`config.mk`:
```
export PLATFORM = sky130hd
export DESIGN_NAME = sgod_ram
export DESIGN_NICKNAME = d
export VERILOG_FILES = /design/src/rtl/simple_glyph_outline_decoder_core_defines.svh /design/src/rtl/sgod_ram.sv
export SDC_FILE = /design/constraint.sdc
export NUM_CORES = 1
export LEC_CHECK = 0
export BUFFER_PORTS_ARGS = -buffer_cell sky130_fd_sc_hd__buf_2
export CAP_MARGIN = 40
export CORE_MARGIN = 2
export CORE_UTILIZATION = 28
export DETAILED_ROUTE_END_ITERATION = 7
export HOLD_SLACK_MARGIN = 0.03
export RECOVER_POWER = 100
export SYNTH_ARGS = -nofsm -noshare
export SYNTH_HDL_FRONTEND = slang
export SYNTH_SLANG_ARGS = --single-unit
export TNS_END_PERCENT = 30
```
`constraint.sdc`:
```
create_clock -name clk -period 2 [get_ports clk]
set_input_delay 0.1 -clock clk [delete_from_list [all_inputs] [get_ports clk]]
set_output_delay 0.1 -clock clk [all_outputs]
set_load 0.005 [all_outputs]
```
`src/rtl/simple_glyph_outline_decoder_core_defines.svh`:
```
// Assertion macros used by the decoder core.
`ifndef SIMPLE_GLYPH_OUTLINE_DECODER_CORE_DEFINES_SVH
`define SIMPLE_GLYPH_OUTLINE_DECODER_CORE_DEFINES_SVH

// The consequent must hold in the same cycle as the antecedent.
`define SGOD_ASSERT_NOW(lbl, ante, cons, msg) \
  lbl: assert property (@(posedge clk) disable iff (rst) (ante) |-> (cons)) else $error(msg);

// The consequent must hold in the cycle after the antecedent.
`define SGOD_ASSERT_NEXT(lbl, ante, cons, msg) \
  lbl: assert property (@(posedge clk) disable iff (rst) (ante) |=> (cons)) else $error(msg);

`endif

```
`src/rtl/sgod_ram.sv`:
```
module sgod_ram #(
  parameter int W = 8,
  parameter int D = 16,
  localparam int AW = $clog2(D)
) (
  input  logic          clk,
  input  logic          we,
  input  logic [AW-1:0] waddr,
  input  logic [W-1:0]  wdata,
  input  logic [AW-1:0] raddr,
  output logic [W-1:0]  rdata
);
  logic [W-1:0] mem [D];

  always_ff @(posedge clk) begin
    if (we) begin
      mem[waddr] <= wdata;
    end
    rdata <= mem[raddr];
  end
endmodule
```
==> results of run 1 <==
==> state kept, by name, summed over array words and instances, names as in the netlist <==
| name | cells |
|---|---|
| mem | 128 |
| rdata | 8 |
==> cells by family (layout without fill, tap and decap cells) <==
group	after synthesis	after routing	share of synthesized area
compound gates	16	16	0.02334
flops	136	136	0.7778
buf+inv	10	79	0.01677
mux	32	32	0.1502
simple gates	35	35	0.03184
==> how the worst max path moves through the flow <==
stage / start / endpoint / depth (start not counted) / slack, ns
final: we / mem[0][5] / 4 / 0.67
after global routing: we / mem[0][5] / 4 / 0.61
after CTS: mem[9][1] / rdata[1] / 3 / 0.68
after detailed placement: raddr[0] / rdata[1] / 5 / 0.30
after global placement: raddr[0] / rdata[2] / 5 / 0.33
after floorplan: waddr[2] / mem[0][0] / 2 / 0.41
==> where the power goes <==
part	internal, uW	switching [uW]
registers	3190	22.3
clock network	1640	1050
logic	117	156
total	4950	1230
==> stage by stage <==
stage / hold WS (ns) / setup slack, ns
6_report: 0.2068 / 0.6690
5_1_grt: 0.2530 / 0.6102
4_1_cts: 0.06130 / 0.6849
3_5_place_dp: 0.4754 / 0.3035
3_3_place_gp: 0.4859 / 0.3274
2_1_floorplan: 0.1989 / 0.4071
==> Yosys cell counts <==
cell	count	area, sq um
nor2_1	13	48.80
mux4_1	14	367.9
nor3_1	4	20.02
dfxtp_1	8	160.2
nand3_1	1	5.000
mux4_2	18	405.4
buf_2	3	15.01
nand3b_1	2	15.01
a22oi_1	16	120.1
clkdlybuf4s25_2	3	30.03
buf_6	3	33.78
buf_4	1	7.510
nor2b_1	1	6.260
and2b_1	1	7.510
and2_1	1	6.260
or3b_2	1	8.760
edfxtp_1	128	3844
nand2_1	9	33.78
nand2b_1	2	12.51
==> cell type report <==
class                           count  area [sq um]  share of cell area
Sequential cell                   136          4004              0.6587
Multi-Input combinational cell     83          1057              0.1739
Clock buffer                       27         483.0             0.07946
Tap cell                          229         286.5             0.04714
Timing Repair Buffer               47         220.2             0.03623
Clock inverter                      5         27.53            0.004529
==> routing by layer <==
metal	share of wire	GRT usage
met4	0.020	0.05053
met1	0.47	0.1399
met5	0	0
met2	0.45	0.1504
met3	0.059	0.03269
==> impl_metrics.env, run 1 <==
export IMPL_cts_root_buf="clkbuf_16"
export IMPL_cts_hold_buf=0
export IMPL_endpoint_kind="flip-flop"
export IMPL_dpl_hpwl_mm=6.453
export IMPL_setup_viol=0
export IMPL_final_util=0.3372
export IMPL_layout_commonest_cell="edfxtp_1"
export IMPL_hold_path_class="in2reg"
export IMPL_synth_area_sq_um=5147
export IMPL_clock_path_buffers=2
export IMPL_post_cts_resized=0
export IMPL_antennaDiodeCount=0
export IMPL_setup_tns_final_ns=0
export IMPL_start_util=0.2856
export IMPL_run_status="finished clean"
export IMPL_cts_buffers=17
export IMPL_reg2reg_depth=3
export IMPL_leakagePower_uw=0.001944
export IMPL_slowest_stage="or3b_2"
export IMPL_drv_slew=0
export IMPL_cpMostUsedCell="clkbuf_1"
export IMPL_fin_crit_ns=1.331
export IMPL_grt_start_max_net_pins=22
export IMPL_syn_nets=247
export IMPL_insertion_delay_ns=0.41
export IMPL_gp_congestion=0.6859
export IMPL_core_area_sq_um=18020
export IMPL_drive_above_1_share=0.1879
export IMPL_worstPathMaxFanout=8
export IMPL_die_area_sq_um=19480
export IMPL_cts_htree_levels=4
export IMPL_fin_skew_ns=0.005553
export IMPL_timing_slew_headroom=0.5404
export IMPL_fmax_ghz=0.7513
export IMPL_reg2reg_slack_ns=0.70
export IMPL_placed_cells=495
export IMPL_final_cell_mix="128 x edfxtp_1, 42 x clkbuf_1, 18 x mux4_2, 17 x clkbuf_16, 16 x a22oi_1"
export IMPL_drt_first_pass_iters=6
export IMPL_synth_cells=229
export IMPL_drc_errors=0
export IMPL_routed_wl_mm=9.370
export IMPL_fin_area_sq_um=6078
export IMPL_num_fill_cells=1738
export IMPL_final_antenna_net_count=0
export IMPL_ys_ff_latch=136
export IMPL_arrival_ns=1.37
export IMPL_die_x_microns=139.6
export IMPL_maxCapViolCount=0
export IMPL_grt_pass1_vias=2532
export IMPL_rsz0062_at_grt="no"
export IMPL_finalHoldViolations=0
export IMPL_syn_area_per_cell_sq_um=22.48
export IMPL_tightest_slew_ns=0.6869
export IMPL_tritoncts="yes"
export IMPL_area_delta_synth_final_pct=18.08
export IMPL_holdPathStages=1
export IMPL_viasPerCell=4.518
export IMPL_worst_setup_path_type="in2reg"
export IMPL_antenna_found_initial=0
export IMPL_clock_sinks=136
export IMPL_slowest_delay_ns=0.50
export IMPL_layout_cells_non_filler=527
export IMPL_io_buffers=25
export IMPL_holdPathEnd="mem[4][5]"
export IMPL_cp_required_ns=2.04
export IMPL_cp_top_family="simple AND/OR/NAND/NOR gates"
export IMPL_ys_warnings_count=0
export IMPL_crit_chain="clkbuf_1, or3b_2, nor3_1, clkbuf_1"
export IMPL_power_density_nw_per_um2=1016
export IMPL_start_kind="primary input"
export IMPL_holdCritStartpoint="wdata[5]"
export IMPL_grtUsageTotal=0.1031
export IMPL_die_y_microns=139.6
export IMPL_path_buf_inv=2
export IMPL_rows=49
export IMPL_synth_cell_types=19
export IMPL_worstReg2RegStart="mem[8][1]"
export IMPL_r2r_end="rdata[1]"
export IMPL_ir_drop_mv=0.5524
export IMPL_synth_seq_area_share=0.7778
export IMPL_wl_per_cell_microns=17.78
export IMPL_cts_setup_buffers=0
export IMPL_overflow=0
export IMPL_dr_total_vias=2381
export IMPL_final_nets=303
export IMPL_fin_crit_sh=0.6655
export IMPL_placed_area_sq_um=5650
export IMPL_ios=26
export IMPL_drtIter0Drc=171
export IMPL_grt_pass1_wl_mm=14.57
export IMPL_clkTransAtPathRegs_ns=0.05
export IMPL_finalPower_uw=6174
Power figures use the tool's default switching activity.
==> inputs of run 2 (changes only) <==
clock period = 1.15 ns   (was 2 ns; I/O delays follow)
==> impl_metrics.env, run 2 (synthesis results as in run 1) <==
export IMPL_dpl_hpwl_mm=7.153
export IMPL_p_sw_uw=2199
export IMPL_fmax_ghz=0.7692
export IMPL_internal_power_uw=9112
export IMPL_layout_commonest_cell="edfxtp_1"
export IMPL_die_y_microns=139.6
export IMPL_drt_first_pass_iters=4
export IMPL_ir_drop_mv=1.131
export IMPL_clock_path_buffers=2
export IMPL_power_share_clock=0.456
export IMPL_setup_viol=8
export IMPL_reg2reg_slack_ns=-0.15
export IMPL_maxCapViolCount=0
export IMPL_routed_wl_mm=10.58
export IMPL_worstReg2RegStart="mem[11][0]"
export IMPL_die_x_microns=139.6
export IMPL_grt_pass1_vias=2674
export IMPL_fin_skew_ns=0.009692
export IMPL_viasPerCell=4.581
export IMPL_rows=49
export IMPL_drive_above_1_share=0.2890
export IMPL_dr_total_vias=2460
export IMPL_drc_errors=0
export IMPL_fin_crit_ns=1.300
export IMPL_worst_slack_ns=-0.1501
export IMPL_cts_htree_levels=4
export IMPL_holdWs_ns=0.1936
export IMPL_placed_area_sq_um=5804
export IMPL_holdPathEnd="mem[4][0]"
export IMPL_cts_setup_buffers=0
export IMPL_violations="setup timing"
export IMPL_num_fill_cells=1680
export IMPL_hold_path_class="in2reg"
export IMPL_wl_per_cell_microns=19.69
export IMPL_cp_required_ns=1.43
export IMPL_tritoncts="yes"
export IMPL_seq_power_share=0.494
export IMPL_grt_pass1_wl_mm=16.41
export IMPL_cts_buffers=17
export IMPL_final_nets=313
export IMPL_drv_slew=0
export IMPL_grt_start_max_net_pins=19
export IMPL_fin_area_sq_um=6269
export IMPL_cts_root_buf="clkbuf_16"
export IMPL_leakagePower_uw=0.002037
export IMPL_run_status="finished with violations"
export IMPL_max_flop_register="mem"
export IMPL_timing_slew_headroom=0.3829
export IMPL_holdCritStartpoint="wdata[0]"
export IMPL_clock_sinks=136
export IMPL_endpoint_kind="flip-flop"
export IMPL_final_antenna_net_count=0
export IMPL_insertion_delay_ns=0.41
export IMPL_final_cell_mix="128 x edfxtp_1, 33 x clkbuf_1, 29 x mux4_2, 17 x clkbuf_16, 13 x nor2_1"
export IMPL_worst_setup_path_type="reg2reg"
export IMPL_ios=26
export IMPL_grtUsageTotal=0.1161
export IMPL_tightest_slew_ns=0.9222
export IMPL_clkTransAtPathRegs_ns=0.05
export IMPL_final_util=0.3478
export IMPL_rsz0062_at_grt="yes"
export IMPL_gp_congestion=0.7537
export IMPL_finalHoldViolations=0
export IMPL_overflow=0
export IMPL_holdPathStages=1
export IMPL_start_kind="flip-flop"
export IMPL_power_density_nw_per_um2=1804
export IMPL_start_util=0.2856
export IMPL_arrival_ns=1.58
export IMPL_pwr_share_comb=0.050
export IMPL_reg2reg_depth=3
export IMPL_io_buffers=25
export IMPL_antennaDiodeCount=0
export IMPL_switching_share=0.1944
export IMPL_worstPathMaxFanout=1
export IMPL_antenna_found_initial=0
export IMPL_largestRegisters="mem x128, rdata x8"
export IMPL_r2r_end="rdata[0]"
export IMPL_fin_crit_sh=1.131
export IMPL_core_area_sq_um=18020
export IMPL_area_delta_synth_final_pct=21.78
export IMPL_drtIter0Drc=169
export IMPL_die_area_sq_um=19480
export IMPL_largest_register_ffs=128
export IMPL_dp_worst_setup_slack_ns=-0.3599
## run 2: cell types whose count changed in the layout (fill, tap and decap cells not counted), moves of 4 or more
cell      change
a22oi_1       -7
a22oi_2       +7
buf_12        +4
clkbuf_1      -9
clkbuf_2     +11
clkbuf_8      +4
mux4_1       -11
mux4_2       +11
## run 2: critical path: stages (launching register included)
cell and delay [ns]:
edfxtp_1 0.37, mux4_2 0.48, a22oi_2 0.23, nand2_2 0.10
## run 2: layout make-up
| type | instances | area [sq um] | share of cell area |
|---|---|---|---|
| clock inverter | 3 | 40.04 | 0.006387 |
| tap | 229 | 286.5 | 0.04571 |
| sequential | 136 | 4004 | 0.6387 |
| clock buffer | 29 | 530.5 | 0.08463 |
| timing repair buffer | 57 | 354.1 | 0.05649 |
| multi-input combinational | 83 | 1054 | 0.1681 |
## run 2: layer usage
| metal | wire length [microns] | global-route usage | vias to the layer above |
|---|---|---|---|
| met3 | 527 | 0.03992 | 8 |
| met4 | 85 | 0.03632 | 0 |
| met2 | 5094 | 0.1798 | 57 |
| met5 | 0 | 0 | - |
| met1 | 4868 | 0.1554 | 1300 |
| li1 | - | - | 1095 |
## run 2: repair_timing
item,CTS,global route
endpoints found under the hold margin,18,0
gates resized for setup,13,6
pin swaps,7,2
hold buffers,3,0
setup endpoints to repair,8,8
cloned,0,0
## run 2: power by group through the flow
stage / registers, uW / clock network [uW] / logic [uW]
after floorplan: 5670 / 0 / 286
after detailed placement: 5680 / 0 / 572
final: 5590 / 5160 / 564
after global routing: 5590 / 5480 / 615
after global placement: 5680 / 0 / 559
after CTS: 5590 / 5250 / 599
## run 2: how the worst max path moves through the flow
stage / from / endpoint / depth (start not counted)
6_report: mem[11][0] / rdata[0] / 3
5_1_grt: mem[9][0] / rdata[0] / 3
4_1_cts: mem[11][0] / rdata[0] / 3
3_5_place_dp: raddr[0] / rdata[2] / 5
3_3_place_gp: raddr[0] / rdata[4] / 6
2_1_floorplan: waddr[3] / mem[4][0] / 2
## run 2: through the flow
| step | instances | power, uW | TNS [ns] |
|---|---|---|---|
| 2_1_floorplan | 229 | 5957 | -1.383 |
| 3_3_place_gp | 502 | 6240 | -6.128 |
| 3_5_place_dp | 502 | 6257 | -5.947 |
| 4_1_cts | 537 | 11440 | -0.9652 |
| 5_1_grt | 537 | 11690 | -1.978 |
| 6_report | 537 | 11310 | -0.8686 |
==> inputs of run 3 (changes only) <==
CTS_BUF_LIST = sky130_fd_sc_hd__clkbuf_4 sky130_fd_sc_hd__clkbuf_8   (was not set)
CTS_CLUSTER_SIZE = 14   (was not set)
==> impl_metrics.env, run 3 (synthesis results as in run 1) <==
export IMPL_ios=26
export IMPL_cts_root_buf="clkbuf_8"
export IMPL_grt_start_max_net_pins=19
export IMPL_wl_per_cell_microns=19.22
export IMPL_register_area_sq_um=4004
export IMPL_fin_skew_ns=0.008046
export IMPL_endpoint_kind="flip-flop"
export IMPL_leakagePower_uw=0.002001
export IMPL_clock_sinks=136
export IMPL_reg2reg_slack_ns=-0.15
export IMPL_viasPerCell=4.520
export IMPL_overflow=0
export IMPL_largest_register_ffs=128
export IMPL_worst_setup_path_type="reg2reg"
export IMPL_worstPathMaxFanout=1
export IMPL_drv_slew=0
export IMPL_tightest_slew_ns=0.9832
export IMPL_core_area_sq_um=18020
export IMPL_grt_pass1_vias=2624
export IMPL_grtUsageTotal=0.1132
export IMPL_ir_drop_mv=0.8563
export IMPL_endpoint="rdata[0]"
export IMPL_routed_wl_mm=10.42
export IMPL_insertion_delay_ns=0.43
export IMPL_cts_setup_buffers=0
export IMPL_setup_viol=8
export IMPL_placed_area_sq_um=5804
export IMPL_gp_congestion=0.7537
export IMPL_fin_crit_sh=1.132
export IMPL_final_cell_mix="128 x edfxtp_1, 29 x mux4_2, 29 x clkbuf_1, 23 x clkbuf_8, 13 x nor2_1"
export IMPL_drive_above_1_share=0.2939
export IMPL_finalHoldViolations=0
export IMPL_final_nets=318
export IMPL_cts_buffers=17
export IMPL_critPathLaunch="mem[11][0]"
export IMPL_max_flop_register="mem"
export IMPL_drt_first_pass_iters=4
export IMPL_num_fill_cells=1687
export IMPL_grt_pass1_wl_mm=15.88
export IMPL_maxCapViolCount=0
export IMPL_rsz0062_at_grt="yes"
export IMPL_largestRegisters="mem x128, rdata x8"
export IMPL_die_x_microns=139.6
export IMPL_tritoncts="yes"
export IMPL_start_kind="flip-flop"
export IMPL_clock_path_buffers=2
export IMPL_layout_commonest_cell="edfxtp_1"
export IMPL_fmax_ghz=0.7679
export IMPL_reg2reg_depth=3
export IMPL_arrival_ns=1.61
export IMPL_fin_crit_ns=1.302
export IMPL_die_y_microns=139.6
export IMPL_dr_total_vias=2450
export IMPL_final_antenna_net_count=0
export IMPL_cp_required_ns=1.46
export IMPL_antenna_found_initial=0
export IMPL_antennaDiodeCount=0
export IMPL_drtIter0Drc=191
export IMPL_run_status="finished with violations"
export IMPL_grt_met3_usage=0.03200
export IMPL_clkTransAtPathRegs_ns=0.07
export IMPL_worstReg2RegStart="mem[11][0]"
export IMPL_drc_errors=0
export IMPL_r2r_end="rdata[0]"
export IMPL_dpl_hpwl_mm=7.153
export IMPL_violations="setup timing"
export IMPL_die_area_sq_um=19480
export IMPL_fin_area_sq_um=6155
export IMPL_gr_max_usage_layer="met2"
export IMPL_power_density_nw_per_um2=1621
export IMPL_hold_path_class="in2reg"
export IMPL_finalPower_uw=9976
export IMPL_start_util=0.2856
export IMPL_multi_input_area_sq_um=1054
export IMPL_use_met1=0.1529
export IMPL_worst_slack_ns=-0.1522
export IMPL_timing_slew_headroom=0.3421
export IMPL_io_buffers=25
export IMPL_placed_cells=502
export IMPL_area_delta_synth_final_pct=19.57
export IMPL_setup_tns_final_ns=-0.8370
export IMPL_cts_htree_levels=4
export IMPL_rows=49
export IMPL_grtUsageMet2=0.1739
export IMPL_layout_cells_non_filler=542
run 3: how the worst min path moves through the flow:
stage	depth (start not counted)	endpoint	slack (ns)	start
after CTS	3	mem[0][0]	0.12	waddr[1]
after detailed placement	1	rdata[3]	0.45	rdata[3]
after floorplan	0	mem[0][0]	0.16	wdata[0]
after global placement	1	rdata[3]	0.44	rdata[3]
final	4	rdata[3]	0.23	raddr[2]
after global routing	4	rdata[3]	0.26	raddr[2]
run 3: cell type report:
| cell class | count | share of cell area |
|---|---|---|
| Tap cell | 229 | 0.04655 |
| Clock inverter | 3 | 0.006505 |
| Timing Repair Buffer | 62 | 0.06648 |
| Clock buffer | 29 | 0.05875 |
| Sequential cell | 136 | 0.6505 |
| Multi-Input combinational cell | 83 | 0.1712 |
run 3: what timing repair did:
| action | CTS | global route |
|---|---|---|
| hold buffers | 8 | 0 |
| resized for setup | 11 | 8 |
| pin swaps | 7 | 4 |
| setup endpoints to repair | 8 | 8 |
| endpoints found under the hold margin | 128 | 0 |
run 3: report_power, final:
| part | total (uW) | internal [uW] | switching [uW] |
|---|---|---|---|
| logic | 578 | 260 | 318 |
| registers | 5580 | 5540 | 37.9 |
| clock network | 3820 | 2200 | 1620 |
| total | 9980 | 8000 | 1980 |
run 3: metrics by stage:
step / utilization / hold slack [ns] / setup WS [ns]
floorplan: - / 0.1564 / -0.09908
global placement: 0.3220 / 0.4391 / -0.3655
detailed placement: 0.3220 / 0.4506 / -0.3599
CTS: 0.3479 / 0.1248 / -0.1760
global route: 0.3415 / 0.2594 / -0.1941
finish: 0.3415 / 0.2286 / -0.1522
run 3: worst max-delay path, cell delays in order, from the launching register on:
cell,delay (ns)
edfxtp_1,0.37
mux4_2,0.48
a22oi_2,0.23
nand2_2,0.10
run 3: routing by layer:
layer / part of all wire / wire length, microns
met3: 0.051 / 527
met5: 0 / 0
met1: 0.46 / 4808
met4: 0.013 / 140
met2: 0.47 / 4939
